[config.mk]
export PLATFORM = sky130hd
export DESIGN_NAME = rpdi_front
export DESIGN_NICKNAME = d
export VERILOG_FILES = /design/src/hdl/ray_partial_disk_intersect_assert.svh /design/src/hdl/rpdi_pkg.sv /design/src/hdl/rpdi_front.sv
export SDC_FILE = /design/constraint.sdc
export NUM_CORES = 1
export LEC_CHECK = 0
export BUFFER_PORTS_ARGS = -buffer_cell sky130_fd_sc_hd__buf_2
export CORE_AREA = 3 3 269 271
export DETAILED_ROUTE_END_ITERATION = 10
export DIE_AREA = 0 0 272 274
export GPL_TIMING_DRIVEN = 0
export PLACE_DENSITY = 0.59
export SYNTH_ARGS = -nofsm -noshare
export SYNTH_HDL_FRONTEND = slang
export SYNTH_SLANG_ARGS = --single-unit
[constraint.sdc]
create_clock -name clk -period 15.25 [get_ports clk]
set_input_delay 3.05 -clock clk [delete_from_list [all_inputs] [get_ports clk]]
set_output_delay 3.05 -clock clk [all_outputs]
set_load 0.005 [all_outputs]
[src/hdl/ray_partial_disk_intersect_assert.svh]
// Assertion macros used by the ray-disk back pipeline module.
`ifndef RAY_PARTIAL_DISK_INTERSECT_ASSERT_SVH
`define RAY_PARTIAL_DISK_INTERSECT_ASSERT_SVH

// Assert that a condition implies another one in the same cycle.
`define RPD_ASSERT_IMP(label, clk_sig, rst_n_sig, lhs, rhs) \
	label: assert property (@(posedge clk_sig) disable iff (!rst_n_sig) (lhs) |-> (rhs)) \
		else $error("assertion failed");

// Assert that a condition implies another one in the next cycle.
`define RPD_ASSERT_NXT(label, clk_sig, rst_n_sig, lhs, rhs) \
	label: assert property (@(posedge clk_sig) disable iff (!rst_n_sig) (lhs) |=> (rhs)) \
		else $error("assertion failed");

`endif

[src/hdl/rpdi_pkg.sv]
package rpdi_pkg;

	localparam int FRAC_BITS_DEF = 16;
	localparam int CORDIC_STEPS = 30;
	localparam int UV_BITS = 16;
	localparam int CFG_IDX_W = 3;
	localparam int CFG_DATA_W = 32;

	localparam logic [CFG_IDX_W-1:0] REG_HEIGHT = 3'd0;
	localparam logic [CFG_IDX_W-1:0] REG_RADIUS = 3'd1;
	localparam logic [CFG_IDX_W-1:0] REG_SWEEP  = 3'd2;
	localparam logic [CFG_IDX_W-1:0] REG_NEAR   = 3'd3;
	localparam logic [CFG_IDX_W-1:0] REG_FAR    = 3'd4;

	localparam logic [34:0] PI_Q30      = 35'd3373259426;
	localparam logic [34:0] HALF_PI_Q30 = 35'd1686629713;
	localparam logic [34:0] TWO_PI_Q30  = 35'd6746518852;

	typedef struct packed {
		logic signed [31:0] origin_x;
		logic signed [31:0] origin_y;
		logic signed [31:0] origin_z;
		logic signed [31:0] dir_x;
		logic signed [31:0] dir_y;
		logic signed [31:0] dir_z;
	} ray_t;

	typedef struct packed {
		logic               hit;
		logic signed [31:0] point_x;
		logic signed [31:0] point_y;
		logic signed [31:0] point_z;
		logic signed [31:0] distance;
		logic        [16:0] coord_u;
		logic        [16:0] coord_v;
	} result_t;

	// Configuration snapshot carried with every item.
	typedef struct packed {
		logic signed [31:0] disk_height;
		logic        [30:0] disk_radius;
		logic signed [19:0] sweep_angle;
		logic signed [31:0] near_limit;
		logic signed [31:0] far_limit;
	} cfg_t;

	// Item classified by the front part.
	typedef struct packed {
		logic  skip;
		ray_t  ray;
		cfg_t  cfg;
	} job_t;

	function automatic logic [31:0] atan_q30(input int i);
		logic [31:0] r;
		case (i)
			0: r = 32'd843314856;  1: r = 32'd497837829;  2: r = 32'd263043836;
			3: r = 32'd133525158;  4: r = 32'd67021686;   5: r = 32'd33543515;
			6: r = 32'd16775850;   7: r = 32'd8388437;    8: r = 32'd4194282;
			9: r = 32'd2097149;    10: r = 32'd1048575;   11: r = 32'd524287;
			12: r = 32'd262143;    13: r = 32'd131071;    14: r = 32'd65535;
			15: r = 32'd32767;     16: r = 32'd16383;     17: r = 32'd8191;
			18: r = 32'd4095;      19: r = 32'd2047;      20: r = 32'd1023;
			21: r = 32'd511;       22: r = 32'd255;       23: r = 32'd127;
			24: r = 32'd63;        25: r = 32'd31;        26: r = 32'd15;
			27: r = 32'd7;         28: r = 32'd3;         29: r = 32'd1;
			default: r = 32'd0;
		endcase
		return r;
	endfunction

endpackage

[src/hdl/rpdi_front.sv]
module rpdi_front (
	input  logic           clk,
	input  logic           arst_n,
	input  logic           in_valid,
	output logic           in_ready,
	input  rpdi_pkg::ray_t in_data,
	input  rpdi_pkg::cfg_t cfg,
	output logic           job_valid,
	input  logic           job_ready,
	output rpdi_pkg::job_t job_data
);
	import rpdi_pkg::*;

	// Two-entry queue that parts the front from the back.
	job_t        mem_q [2];
	logic        wr_q, rd_q;
	logic [1:0]  cnt_q;
	logic        push, pop;
	job_t        job_new;

	always_comb begin
		job_new.ray = in_data;
		job_new.cfg = cfg;
		job_new.skip = (in_data.dir_z == '0) || (cfg.sweep_angle == '0) ||
			(cfg.disk_radius == '0);
	end

	assign in_ready  = (cnt_q != 2'd2);
	assign push      = in_valid && in_ready;
	assign job_valid = (cnt_q != 2'd0);
	assign pop       = job_valid && job_ready;
	assign job_data  = mem_q[rd_q];

	always_ff @(posedge clk) begin
		if (push) begin
			mem_q[wr_q] <= job_new;
		end
	end

	always_ff @(posedge clk or negedge arst_n) begin
		if (!arst_n) begin
			wr_q  <= 1'b0;
			rd_q  <= 1'b0;
			cnt_q <= 2'd0;
		end else begin
			if (push) wr_q <= ~wr_q;
			if (pop) rd_q <= ~rd_q;
			cnt_q <= cnt_q + {1'b0, push} - {1'b0, pop};
		end
	end
endmodule

==> metrics.txt <==
# TYPE chip_impl_metric gauge
chip_impl_info{name="run_status",value="complete, no violations"} 1
chip_impl_metric{name="clk_latency",unit="ps"} 600
chip_impl_metric{name="crit_arrival",unit="ps"} 2490
chip_impl_metric{name="syn_area_per_cell",unit="µm²"} 22.6
chip_impl_metric{name="final.period_utilization",unit="%"} 36.3
chip_impl_metric{name="clock_share_of_power",unit="%"} 28.7
chip_impl_metric{name="finalInstanceArea",unit="µm²"} 32400
chip_impl_metric{name="max-cap-violations",unit=""} 0
chip_impl_metric{name="area_delta_synth_final",unit="%"} 29.9
chip_impl_info{name="setup.worst_path.class",value="reg2out"} 1
chip_impl_metric{name="detailroute.via_count",unit=""} 13200
chip_impl_metric{name="post-route-worst-setup-slack",unit="ps"} 9710
chip_impl_metric{name="global_route.overflow_total",unit=""} 0
chip_impl_metric{name="cellInternalPower",unit="W"} 0.00430
chip_impl_metric{name="detailedPlacementHpwl",unit="µm"} 46600
chip_impl_metric{name="die_height",unit="µm"} 274
chip_impl_metric{name="max-vdd-ir-drop",unit="V"} 0.0000929
chip_impl_metric{name="p_comb_share",unit="%"} 27.7
chip_impl_metric{name="dp_worst_setup_slack",unit="ps"} 9740
chip_impl_metric{name="dieWidth",unit="µm"} 272
chip_impl_info{name="leading_cell_type_in_the_layout_fill_and_taps_excluded",value="sky130_fd_sc_hd__buf_2"} 1
chip_impl_metric{name="antenna_violations_before_repair",unit=""} 20
chip_impl_metric{name="cp_num_buf_inv",unit=""} 4
chip_impl_metric{name="post_cts_resize_count",unit=""} 0
chip_impl_metric{name="fin_hold_ws",unit="ps"} 525
chip_impl_metric{name="critPathRequiredTime",unit="ps"} 12200
chip_impl_info{name="cp_cell_sequence",value="buf_2 > buf_2 > buf_4 > mux2_1 > buf_2"} 1
chip_impl_info{name="startpoint_type",value="register"} 1
chip_impl_metric{name="max-clock-path-buffers",unit=""} 3
chip_impl_metric{name="port-buffer-count",unit=""} 684
chip_impl_metric{name="measured_slew_at_the_worst_slew_check_pin",unit="ps"} 878
chip_impl_metric{name="final-setup-viol-count",unit=""} 0
chip_impl_info{name="worstHoldPathType",value="reg2reg"} 1
chip_impl_info{name="tritoncts",value="done"} 1
chip_impl_metric{name="upper_clock_frequency_limit",unit="GHz"} 0.181
chip_impl_metric{name="post-layout-total-power",unit="W"} 0.00605
chip_impl_metric{name="syn-num-nets",unit=""} 1448
chip_impl_metric{name="routabilityCongestion",unit=""} 0.808
chip_impl_metric{name="seqPwrFrac",unit="%"} 43.6
chip_impl_metric{name="dr.first_iter.drc_count",unit=""} 753
chip_impl_metric{name="cts_hold_repair.buffers",unit=""} 0
chip_impl_info{name="timing.critical_path.to_type",value="primary output"} 1
chip_impl_metric{name="wl_per_cell",unit="µm"} 21.5
chip_impl_metric{name="maximum_number_of_pins_on_one_net_before_global_route_repair",unit=""} 66
chip_impl_metric{name="numCtsBuffers",unit=""} 74
chip_impl_metric{name="ant_nets",unit=""} 0
chip_impl_metric{name="grt_use_total",unit="%"} 16.1
chip_impl_metric{name="netlist_area",unit="µm²"} 24900
chip_impl_metric{name="initial_core_util",unit="%"} 35.6
chip_impl_metric{name="postSynthCellCount",unit=""} 1103
chip_impl_metric{name="placed_cells_incl_taps",unit=""} 2745
chip_impl_metric{name="vias_in_the_first_global_route",unit=""} 14300
chip_impl_metric{name="tritoncts_num_sinks",unit=""} 684
chip_impl_metric{name="timing.max_slew.rel_slack",unit="%"} 41.5
chip_impl_metric{name="route.detailed.drc",unit=""} 0
chip_impl_metric{name="post_route_cells_drive_above_1_share",unit="%"} 44.0
chip_impl_metric{name="final-instance-count-excl-fill",unit=""} 2895
chip_impl_metric{name="yosysWarnings",unit=""} 0
chip_impl_info{name="gate_family_responsible_for_the_most_delay_along_the_worst_path",value="buffers and inverters"} 1
chip_impl_metric{name="average_via_count_per_standard_cell",unit=""} 4.57
chip_impl_info{name="rsz0062_at_grt",value="false"} 1
chip_impl_metric{name="power_density",unit="nW/µm²"} 187
chip_impl_metric{name="dieArea",unit="µm²"} 74500
chip_impl_metric{name="placedInstanceArea",unit="µm²"} 29900
chip_impl_metric{name="synth_seq_area_share",unit="%"} 82.4
chip_impl_metric{name="ios",unit=""} 685
chip_impl_metric{name="crit_path_max_incr_delay",unit="ps"} 450
chip_impl_metric{name="drt_wl_total",unit="µm"} 62400
chip_impl_info{name="most-common-layout-cells",value="693 x sky130_fd_sc_hd__buf_2, 680 x sky130_fd_sc_hd__edfxtp_1, 340 x sky130_fd_sc_hd__mux2_1"} 1
chip_impl_metric{name="yosys.cell_types.count",unit=""} 22
chip_impl_metric{name="first_pass_grt_wire_length",unit="µm"} 89500
chip_impl_metric{name="synth-seq-cells",unit=""} 684
chip_impl_metric{name="switching_power",unit="W"} 0.00175
chip_impl_metric{name="report.final.slew_viol_count",unit=""} 0
chip_impl_info{name="path_common_cell",value="sky130_fd_sc_hd__buf_2"} 1
chip_impl_metric{name="cp_max_fo",unit=""} 10
chip_impl_metric{name="detail_route.first_pass.iterations",unit=""} 5
chip_impl_metric{name="nets",unit=""} 2226
chip_impl_metric{name="timing.final.hold_violations",unit=""} 0
chip_impl_info{name="clockRootBuffer",value="sky130_fd_sc_hd__clkbuf_16"} 1
chip_impl_metric{name="switching_fraction",unit="%"} 28.9
chip_impl_info{name="crit_path_top_delay_cell",value="sky130_fd_sc_hd__buf_2"} 1
chip_impl_metric{name="cts.repair_timing.setup_buffer_count",unit=""} 0
chip_impl_metric{name="core_area",unit="µm²"} 70000
chip_impl_metric{name="htree_levels",unit=""} 3
chip_impl_metric{name="finalWorstPathRequiredPeriod",unit="ps"} 5540
chip_impl_metric{name="max_clock_skew",unit="ps"} 38.9
chip_impl_metric{name="floorplan.rows",unit=""} 97
chip_impl_metric{name="leakagePower",unit="nW"} 12.0
chip_impl_metric{name="path_clk_slew",unit="ps"} 60
## worst paths after layout
path | from | end | slack [ps] | cells after the start
max | rd_q$_DFFE_PN0P_ | job_data[248] | 9710 | 5
min | cnt_q[0]$_DFF_PN0_ | cnt_q[0]$_DFF_PN0_ | 520 | 1
max reg2reg | cnt_q[1]$_DFF_PN0_ | mem_q[0][266]$_DFFE_PP_ | 12370 | 9
min reg2reg | cnt_q[0]$_DFF_PN0_ | cnt_q[0]$_DFF_PN0_ | 520 | 1
max in group asynchronous | arst_n | cnt_q[0]$_DFF_PN0_ | 12890 | 1
min in group asynchronous | arst_n | wr_q$_DFFE_PN0N_ | 2240 | 1
## power groups by stage
stage	Sequential (W)	Clock, W	Combinational (W)
after global placement	0.00294	0	0.00161
after CTS	0.00264	0.00178	0.00173
final	0.00264	0.00173	0.00168
after detailed placement	0.00268	0	0.00172
after global routing	0.00267	0.00186	0.00182
after floorplan	0.00283	0	0.000829
## through the flow
| step | utilization [%] | setup TNS [ps] |
|---|---|---|
| after global placement | 42.1 | -1009270 |
| final | 46.2 | 0 |
| after detailed placement | 42.8 | 0 |
| after global routing | 46.2 | 0 |
| after CTS | 46.2 | 0 |
| after floorplan | - | 0 |
## metal layers
metal / GRT usage, % / vias to the layer above / share of wire (%)
met5: 0 / - / 0.082
met4: 6.88 / 8 / 3.1
met3: 5.00 / 115 / 7.4
met2: 28.6 / 480 / 53
met1: 17.9 / 6574 / 37
li1: - / 6050 / -
## state kept, by name (all words and copies together), names as in the netlist
name and cells:
mem_q 680, wr_q 1, rd_q 1, cnt_q 2
## Yosys cell counts, drive strengths merged
| master | n | area (µm²) |
|---|---|---|
| ha | 2 | 25.0 |
| nand2b | 1 | 6.26 |
| nor4 | 20 | 144 |
| or2 | 1 | 6.26 |
| nand4 | 3 | 18.8 |
| mux2 | 340 | 3830 |
| xor2 | 1 | 8.76 |
| and2 | 1 | 6.26 |
| xnor2 | 3 | 26.3 |
| nor2 | 1 | 3.75 |
| inv | 1 | 3.75 |
| nand3 | 1 | 5.00 |
| nand2 | 1 | 3.75 |
| buf | 38 | 263 |
| dfrtp | 4 | 100 |
| edfxtp | 680 | 20400 |
| and4 | 1 | 8.76 |
| and3 | 2 | 12.5 |
| o211ai | 1 | 12.5 |
| or4 | 1 | 11.3 |
## logic make-up (layout without fill, tap and decap cells)
group	Yosys count	after routing	share of synthesized area [%]
mux	340	340	15.4
other cells	0	19	0
compound gates	1	1	0.0502
xor+xnor	4	4	0.141
fa+ha+maj	2	2	0.100
simple gates	33	33	0.909
flops	684	684	82.4
buf+inv	39	872	1.07
## layout make-up
class,instances,area [µm²]
fillers,6055,37700
flip-flops and latches,684,20500
multi-input cells,380,4140
repair buffers,702,3840
clock buffers,92,1960
well taps,940,1180
clock inverters,39,414
plain buffers,38,263
diodes,19,47.5
inverters,1,3.75
Note: power is estimated with default switching activity, not from simulation.
